$ cat src/rtl/damped_drop_pulse_detector_macros.svh
// assertion macros for the damped drop pulse detector
// expects clk and rst_n in the scope of each use
`ifndef DAMPED_DROP_PULSE_DETECTOR_MACROS_SVH
`define DAMPED_DROP_PULSE_DETECTOR_MACROS_SVH

// same-cycle implication, off during reset
`define DDPD_ASSERT_NOW(label, ante, cons, msg) \
  label: assert property (@(posedge clk) disable iff (!rst_n) (ante) |-> (cons)) \
    else $error(msg);

// next-cycle implication, off during reset
`define DDPD_ASSERT_NEXT(label, ante, cons, msg) \
  label: assert property (@(posedge clk) disable iff (!rst_n) (ante) |=> (cons)) \
    else $error(msg);

`endif

$ cat src/rtl/ddpd_pkg.sv
// constants and types for the damped drop pulse detector
// no dependencies
`default_nettype none

package ddpd_pkg;

  localparam int SAMPLE_WIDTH_DEF = 16;
  localparam int TIME_WIDTH_DEF   = 32;

  localparam int FRAC_EXTRA = 8;
  localparam int DAMP_WIDTH = 17;
  localparam int DAMP_SHIFT = 16;

  localparam logic [DAMP_WIDTH-1:0] ONE_Q16 = 17'd65536;

  localparam int APB_DATA_WIDTH = 32;
  localparam int APB_ADDR_WIDTH = 4;

  localparam logic [DAMP_WIDTH-1:0] DAMPING_RST     = 17'd62259;
  localparam logic [31:0]           MIN_SPACING_RST = 32'd75000;

  typedef enum logic [1:0] {
    REG_THRESHOLD   = 2'd0,
    REG_DAMPING     = 2'd1,
    REG_MIN_SPACING = 2'd2
  } reg_idx_t;

endpackage

`default_nettype wire

$ cat src/rtl/damped_drop_pulse_detector.sv
// damped drop pulse detector: smoothed level, drop delta, spaced edge hits
// depends on ddpd_pkg and damped_drop_pulse_detector_macros.svh
//
//   channel  | direction | handshake            | payload
//   in_      | input     | in_valid / in_stall  | sample_value, timestamp
//   out_     | output    | out_valid / out_stall| hit, drop_delta
//   apb      | input     | psel/penable/pwrite  | paddr, pwdata, prdata
//
// one item per cycle sustained while out_stall is low; a result passes the input register, then the result register
// the level feedback loop (one multiply and add) sits between the input register
// and the result register, state updates when an item moves into the result register
// reset is synchronous, active low; level, edge and hit history clear to zero
// a stalled result holds; the input register still takes one more item behind it
`default_nettype none
`include "damped_drop_pulse_detector_macros.svh"

module damped_drop_pulse_detector
  import ddpd_pkg::*;
#(
  parameter int SAMPLE_WIDTH = SAMPLE_WIDTH_DEF,
  parameter int TIME_WIDTH   = TIME_WIDTH_DEF
) (
  input  wire                               clk,
  input  wire                               rst_n,

  input  wire                               in_valid,
  output logic                              in_stall,
  input  wire  signed [SAMPLE_WIDTH-1:0]    in_sample_value,
  input  wire         [TIME_WIDTH-1:0]      in_timestamp,

  output logic                              out_valid,
  input  wire                               out_stall,
  output logic                              out_hit,
  output logic signed [SAMPLE_WIDTH:0]      out_drop_delta,

  input  wire                               psel,
  input  wire                               penable,
  input  wire                               pwrite,
  input  wire         [APB_ADDR_WIDTH-1:0]  paddr,
  input  wire         [APB_DATA_WIDTH-1:0]  pwdata,
  output logic        [APB_DATA_WIDTH-1:0]  prdata,
  output logic                              pready
);

  localparam int LW = SAMPLE_WIDTH + FRAC_EXTRA;
  localparam int DW = SAMPLE_WIDTH + 1;
  localparam int PW = LW + DAMP_WIDTH + 2;

  // configuration
  logic signed [DW-1:0]         threshold_r;
  logic        [DAMP_WIDTH-1:0] damping_r;
  logic        [TIME_WIDTH-1:0] min_spacing_r;
  logic                         cfg_wr;
  reg_idx_t                     cfg_idx;

  // input register
  logic                           s1_valid_r, s1_valid_nxt;
  logic signed [SAMPLE_WIDTH-1:0] s1_sample_r;
  logic        [TIME_WIDTH-1:0]   s1_time_r;

  // detector state
  logic signed [LW-1:0]         level_r, level_nxt;
  logic                         over_prev_r;
  logic        [TIME_WIDTH-1:0] last_hit_r, last_hit_nxt;
  logic                         hit_seen_r;

  // result register
  logic                 out_valid_r, out_valid_nxt;
  logic                 out_hit_r;
  logic signed [DW-1:0] out_delta_r;

  logic                         adv;
  logic                         in_xfer;
  logic        [DAMP_WIDTH-1:0] damp_eff;
  logic signed [LW-1:0]         sample_q16;
  logic signed [LW:0]           diff;
  logic signed [PW-1:0]         diff_ext;
  logic signed [PW-1:0]         damp_ext;
  logic signed [PW-1:0]         prod;
  logic signed [PW-1:0]         scaled;
  logic signed [DW-1:0]         delta;
  logic                         over;
  logic                         rise;
  logic        [TIME_WIDTH-1:0] last_eff;
  logic        [TIME_WIDTH-1:0] gap;
  logic                         gate_open;
  logic                         hit_c;

  // handshake
  assign adv      = s1_valid_r && (!out_valid_r || !out_stall);
  assign in_stall = s1_valid_r && out_valid_r && out_stall;
  assign in_xfer  = in_valid && !in_stall;

  assign s1_valid_nxt  = in_xfer ? 1'b1 : (adv ? 1'b0 : s1_valid_r);
  assign out_valid_nxt = adv ? 1'b1 : (out_stall ? out_valid_r : 1'b0);

  // configuration port
  assign pready  = 1'b1;
  assign cfg_wr  = psel && penable && pwrite && pready;
  assign cfg_idx = reg_idx_t'(paddr[3:2]);

  always_comb begin
    case (cfg_idx)
      REG_THRESHOLD:   prdata = APB_DATA_WIDTH'(threshold_r);
      REG_DAMPING:     prdata = APB_DATA_WIDTH'(damping_r);
      REG_MIN_SPACING: prdata = APB_DATA_WIDTH'(min_spacing_r);
      default:         prdata = '0;
    endcase
  end

  always_ff @(posedge clk) begin
    if (!rst_n) begin
      threshold_r   <= '0;
      damping_r     <= DAMPING_RST;
      min_spacing_r <= TIME_WIDTH'(MIN_SPACING_RST);
    end else if (cfg_wr) begin
      case (cfg_idx)
        REG_THRESHOLD:   threshold_r   <= DW'($signed(pwdata));
        REG_DAMPING:     damping_r     <= pwdata[DAMP_WIDTH-1:0];
        REG_MIN_SPACING: min_spacing_r <= TIME_WIDTH'(pwdata);
        default: ;
      endcase
    end
  end

  // level update and drop delta
  assign damp_eff   = (damping_r > ONE_Q16) ? ONE_Q16 : damping_r;
  assign sample_q16 = {s1_sample_r, {FRAC_EXTRA{1'b0}}};
  assign diff       = $signed({level_r[LW-1], level_r}) -
                      $signed({sample_q16[LW-1], sample_q16});
  assign diff_ext   = PW'(diff);
  assign damp_ext   = $signed(PW'({1'b0, damp_eff}));
  assign prod       = diff_ext * damp_ext;
  assign scaled     = prod >>> DAMP_SHIFT;
  assign level_nxt  = LW'(scaled) + sample_q16;

  assign delta = $signed({level_r[LW-1], level_r[LW-1:FRAC_EXTRA]}) -
                 $signed({s1_sample_r[SAMPLE_WIDTH-1], s1_sample_r});
  assign over  = delta > threshold_r;
  assign rise  = over && !over_prev_r;

  // spacing gate
  assign last_eff     = (hit_seen_r && (s1_time_r < last_hit_r)) ? '0 : last_hit_r;
  assign gap          = s1_time_r - last_eff;
  assign gate_open    = !hit_seen_r || (gap >= min_spacing_r);
  assign hit_c        = rise && gate_open;
  assign last_hit_nxt = hit_c ? s1_time_r : last_eff;

  always_ff @(posedge clk) begin
    if (!rst_n) begin
      s1_valid_r  <= 1'b0;
      out_valid_r <= 1'b0;
      level_r     <= '0;
      over_prev_r <= 1'b0;
      last_hit_r  <= '0;
      hit_seen_r  <= 1'b0;
    end else begin
      s1_valid_r  <= s1_valid_nxt;
      out_valid_r <= out_valid_nxt;
      if (adv) begin
        level_r     <= level_nxt;
        over_prev_r <= over;
        last_hit_r  <= last_hit_nxt;
        hit_seen_r  <= hit_seen_r || hit_c;
      end
    end
  end

  always_ff @(posedge clk) begin
    if (in_xfer) begin
      s1_sample_r <= in_sample_value;
      s1_time_r   <= in_timestamp;
    end
    if (adv) begin
      out_hit_r   <= hit_c;
      out_delta_r <= delta;
    end
  end

  assign out_valid      = out_valid_r;
  assign out_hit        = out_hit_r;
  assign out_drop_delta = out_delta_r;

  `DDPD_ASSERT_NOW(a_stall_only_when_full, in_stall,
    s1_valid_r && out_valid_r && out_stall, "input stalled with room in the pipeline")
  `DDPD_ASSERT_NEXT(a_hit_records_time, adv && hit_c,
    last_hit_r == $past(s1_time_r), "hit did not record its timestamp")
  `DDPD_ASSERT_NEXT(a_hit_seen_sticks, hit_seen_r,
    hit_seen_r, "hit history cleared outside reset")
  `DDPD_ASSERT_NOW(a_out_hit_seen, out_valid_r && out_hit_r,
    hit_seen_r, "hit shown without hit history")

endmodule

`default_nettype wire

$ cat config.mk
export PLATFORM = sky130hd
export DESIGN_NAME = damped_drop_pulse_detector
export DESIGN_NICKNAME = d
export VERILOG_FILES = /design/src/rtl/ddpd_pkg.sv /design/src/rtl/damped_drop_pulse_detector.sv
export VERILOG_INCLUDE_DIRS = /design/src /design/src/rtl
export SDC_FILE = /design/constraint.sdc
export NUM_CORES = 2
export LEC_CHECK = 0
export BUFFER_PORTS_ARGS = -buffer_cell sky130_fd_sc_hd__buf_2
export CAP_MARGIN = 25
export CORE_MARGIN = 2
export CORE_UTILIZATION = 40
export CTS_CLUSTER_SIZE = 8
export DETAILED_ROUTE_END_ITERATION = 7
export PLACE_DENSITY = 0.52
export SLEW_MARGIN = 20
export SYNTH_ARGS = -nofsm -noshare
export SYNTH_HDL_FRONTEND = slang
export SYNTH_SLANG_ARGS = --single-unit
$ cat constraint.sdc
create_clock -name clk -period 20.5 [get_ports clk]
set_input_delay 0 -clock clk [delete_from_list [all_inputs] [get_ports clk]]
set_output_delay 0 -clock clk [all_outputs]
set_load 0.01 [all_outputs]
After elaboration in Yosys (flattened, before gate mapping)
Index checks and enable logic that the tools add are counted.
- flip-flop bits (word level): 192
- output and inout bits: 53
- word-level logic and storage cells: 55
- add/sub/neg operators: 4
- $mul: 1
- order comparisons: 4
- equality and inequality tests: 3
- multiplexer cells: 8
- reduce and logical (&&, ||, !) cells: 22
- operators by type and width (operator ; number):
    $pmux W32 S3 ; 1
    $mux W32 ; 2
    $mul A25 B18 Y40 ; 1
    $ge A32 B32 Y1 ; 1
    $lt A32 B32 Y1 ; 1
    $sub A32 B32 Y32 ; 1
    $sub A24 B24 Y25 ; 1
    $add A24 B24 Y24 ; 1
    $gt A17 B17 Y1 ; 1
    $gt A17 B17 Y1 const B ; 1
    $mux W17 ; 1
    $sub A16 B16 Y17 ; 1
    $logic_and A1 B1 Y1 ; 9
    $reduce_and A2 Y1 ; 3
    $logic_not A1 Y1 ; 5
    $mux W1 ; 4
    $logic_or A1 B1 Y1 ; 3
    $eq A2 B1 Y1 const B ; 1
    $eq A2 B2 Y1 const B ; 1
    $logic_not A2 Y1 ; 1
    $ne A2 B1 Y1 const B ; 1
    $reduce_bool A2 Y1 ; 1

Logic depth before layout (Yosys ltp)
- depth after elaboration: 8
- mapped depth: 44

Worst setup path after synthesis
No wires, ideal clock.
- kind: flip-flop to flip-flop
- from: register s1_sample_r[1]
- to: register level_r[23]
- library setup time: 0.119 ns
- data arrival time: 9.352 ns
- required time: 20.381 ns
- slack: 11.030 ns
- cell stages (with the launch flop): 43
- path buffers: 1
- period minus slack after synthesis: 9.470 ns
- cells stage by stage: edfxtp_1 -> inv_1 -> ha_1 -> nor2b_1 -> o31a_1 -> or3_4 -> a21oi_4 -> o21ai_2 -> a21oi_1 -> o21bai_1 -> a21oi_1 -> xor2_1 -> clkbuf_1 -> nor2_1 -> fa_1 -> inv_1 -> fa_1 -> fa_1 -> (+7 left out) -> and4_1 -> nand2_1 -> or3b_2 -> a211o_1 -> nand2_1 -> nor2_1 -> nor2b_1 -> nor2_1 -> xnor2_1 -> ha_1 -> and2_1 -> a311oi_1 -> a21oi_1 -> a31oi_1 -> o21ai_0 -> xnor2_1 -> xnor2_1 -> o21ai_1
- longest elaborated chain between the ends: 3
- RTL lines (item ; RTL line ; RTL):
    start: declaration ; damped_drop_pulse_detector.sv:58 ; logic signed [SAMPLE_WIDTH-1:0] s1_sample_r;
    start signal: assignment ; damped_drop_pulse_detector.sv:171 ; s1_sample_r <= in_sample_value;
    $sub A24 B24 Y25 ; damped_drop_pulse_detector.sv:129 ; assign diff = $signed({level_r[LW-1], level_r}) -
    $mul A25 B18 Y40 ; damped_drop_pulse_detector.sv:133 ; assign prod = diff_ext * damp_ext;
    $add A24 B24 Y24 * ; damped_drop_pulse_detector.sv:135 ; assign level_nxt = LW'(scaled) + sample_q16;
    end signal: assignment ; damped_drop_pulse_detector.sv:161 ; level_r <= level_nxt;
    end: declaration ; damped_drop_pulse_detector.sv:62 ; logic signed [LW-1:0] level_r, level_nxt;
Mark *: on every way between the ends. The rest lies on a longest branch, timed or not.
A chain may end at the register's enable or synchronous reset.

Worst setup path in the final report
- from: register s1_sample_r[0]
- to: register level_r[23]
Same word-level chain as after synthesis.

==> results.py <==
metrics = {
    "timing": {
        "slew_viol_final": 0,
        "post-route-min-period_ns": 11.20,
        "rsz0062_at_grt": "false",
        "hold_viol_final": 0,
        "finalCritPeriodShare_pct": 54.6,
        "fin_hold_ws_ns": 0.0879,
        "relSlewSlack_pct": 34.5,
        "fin_tns_setup_ns": 0,
        "skew_ns": 0.0277,
        "setup_viol": 0,
        "max_freq_ghz": 0.0893,
        "worstMarginPinSlew_ns": 0.982,
    },
    "synthesis": {
        "async_flop_share_pct": 0,
        "synth_area_um2": 26200,
        "yosys_warnings": 0,
        "syn_avg_cell_area_um2": 8.80,
        "synth_ff_type": "dfxtp_1",
        "synth_edf_count": 66,
        "yosysSeqAreaShare_pct": 17.2,
        "ys_seq_elements": 192,
        "synth_cell_types": 70,
        "syn_inst": 2973,
        "syn-num-nets": 3695,
    },
    "clocking": {
        "clk_latency_ns": 0.48,
        "clkSinkCount": 192,
        "cts-root-buf": "clkbuf_16",
        "cts_tree": "built",
        "clk_pin_slew_worst_paths_ns": 0.09,
        "cts.path.max_buffers": 2,
        "htree_levels": 4,
        "cts-resized-gates": 0,
        "numCtsBuffers": 17,
    },
    "floorplan": {
        "num_io_pins": 144,
        "rows": 93,
        "start_util_pct": 40.5,
        "core_um2": 64600,
        "fp.dieW_um": 260,
        "die_h_um": 260,
        "die_area_um2": 67500,
    },
    "global_routing": {
        "grt_overflow": 0,
        "grt_max_degree": 91,
        "antenna_found_initial": 1,
        "track_usage_pct": 23.7,
        "grt_pass1_vias": 21700,
        "grt_pass1_wl_um": 123000,
    },
    "finish": {
        "multi_input_area_um2": 19100,
        "final_common_cell": "inv_1",
        "areaGrowthSynthToFinish_pct": 11.9,
        "seq_area_um2": 4500,
        "fill_cells": 6355,
        "final_cell_mix": "inv_1, nand2_1, fa_1, ha_1, nor2_1",
        "drive_above_1_share_pct": 7.48,
        "fin_nets": 3849,
    },
    "critical_path": {
        "crit_path_start_kind": "flip-flop",
        "worstPathArrival_ns": 11.57,
        "cpMostUsedCell": "fa_1",
        "worst_path_max_delay_cell": "fa_1",
        "required_ns": 20.87,
        "worstSetupEndpointType": "flip-flop",
        "worst-setup-path-type": "reg -> reg",
        "max_stage_delay_ns": 0.56,
        "crit_fanout": 11,
    },
    "run_status": {
        "status": "completed",
    },
    "drt": {
        "ant_nets": 0,
        "drc_errors": 0,
        "drtIter0Drc": 1341,
        "wire_per_inst_um": 19.2,
        "firstDrtPassIters": 5,
        "via_count": 20800,
        "wl_um": 76700,
        "viasPerCell": 5.20,
    },
    "place": {
        "hpwl_um": 59900,
        "io_buffers": 140,
        "gp_congestion": 0.873,
    },
    "job": {
        "cap_violations": 0,
    },
    "hold_path": {
        "hold_path_class": "in -> reg",
    },
}
==> worst max-delay path, delay by kind of cell (launching register included) <==
family	cells	cell delay [ns]
and+or+nand+nor	9	1.52
DFF	1	0.40
xor gates and xnor gates	4	0.85
AOI/OAI and AO/OA	13	3.03
buffers and inverters	6	1.00
adders and majority gates	10	4.29
==> routing by layer <==
metal,vias to the layer above,wire (um),global-route usage (%)
met2,483,36400,39.2
met3,98,2960,2.34
li1,9742,-,-
met1,10500,35400,33.0
met4,0,1950,6.69
met5,-,0,0
==> repair_timing <==
action | 4_1_cts | 5_1_grt
endpoints found under the hold margin | 116 | 0
hold buffers | 83 | 0
setup buffers | 0 | 0
==> through the flow <==
| step | util (%) | cells | cell area, um^2 | setup WS (ns) |
|---|---|---|---|---|
| 6_report | 45.3 | 3996 | 29300 | 9.30 |
| 3_5_place_dp | 43.1 | 3880 | 27800 | 9.28 |
| 5_1_grt | 45.3 | 3996 | 29300 | 8.53 |
| 2_1_floorplan | - | 2973 | 26200 | 11.03 |
| 3_3_place_gp | 43.0 | 3879 | 27800 | 9.39 |
| 4_1_cts | 45.3 | 3995 | 29300 | 9.21 |
==> path summary, 6_finish.rpt <==
path / depth (start not counted) / slack, ns / end / from
worst max-delay path: 42 / 9.30 / level_r[23] / s1_sample_r[0]
worst min-delay path: 2 / 0.09 / out_valid / rst_n
worst max register to register: 42 / 9.30 / level_r[23] / s1_sample_r[0]
worst min register to register: 2 / 0.47 / level_r[23] / level_r[23]
==> Yosys cell counts (3+ instances only) <==
cell type / n / area share [%]
buf_2: 4 / 0.077
a211oi_1: 9 / 0.26
clkinv_1: 9 / 0.13
a21o_1: 84 / 2.4
nor4_1: 9 / 0.22
edfxtp_1: 66 / 7.6
clkbuf_1: 119 / 1.7
or2_2: 3 / 0.072
nand2_1: 447 / 6.4
maj3_1: 3 / 0.11
nor2b_1: 20 / 0.48
and2_1: 71 / 1.7
nor2_1: 173 / 2.5
mux2i_1: 21 / 0.80
nand3_1: 34 / 0.65
nand4_1: 17 / 0.41
o211a_1: 4 / 0.15
o21ai_1: 3 / 0.057
o21bai_1: 14 / 0.40
o2111ai_1: 3 / 0.10
and3_1: 114 / 2.7
a31oi_1: 7 / 0.17
dfxtp_1: 126 / 9.6
xor2_1: 27 / 0.90
o21a_1: 9 / 0.26
o31ai_1: 8 / 0.23
and4_1: 6 / 0.20
nor3_1: 16 / 0.31
nand2b_1: 13 / 0.31
a21oi_1: 72 / 1.4
fa_1: 392 / 30
buf_1: 3 / 0.043
inv_1: 550 / 7.9
o21ai_0: 66 / 1.3
a221o_1: 34 / 1.3
o211ai_1: 13 / 0.37
a21boi_0: 57 / 1.6
nor3b_1: 3 / 0.086
ha_1: 239 / 11
xnor2_1: 65 / 2.2
==> registers in the layout, summed over array words and instances, names as in the netlist <==
signal / cells
out_valid: 1
s1_sample_r: 16
out_hit: 1
over_prev_r: 1
threshold_r: 17
min_spacing_r: 32
s1_valid_r: 1
last_hit_r: 32
level_r: 24
out_drop_delta: 17
hit_seen_r: 1
s1_time_r: 32
damping_r: 17
==> cell type report <==
class	instances	share of cell area [%]
Timing Repair Buffer	262	6.27
Clock buffer	17	1.45
Multi-Input combinational cell	2095	65.4
Tap cell	855	3.66
Antenna cell	1	0.00855
Sequential cell	192	15.4
Clock inverter	15	0.680
Inverter	559	7.17
==> cells by family after synthesis <==
kind of cell,count (synthesis),share of synthesized area [%]
compound gates,409,11.0
xor+xnor,93,3.17
fa+ha+maj,634,41.5
buf+inv,686,9.88
flops,192,17.2
mux,21,0.804
other cells,1,0.0143
simple gates,937,16.4
Power is left out: the tool's default activity adds up to more than one toggle a clock period on the data nets, which glitch-free logic cannot reach.
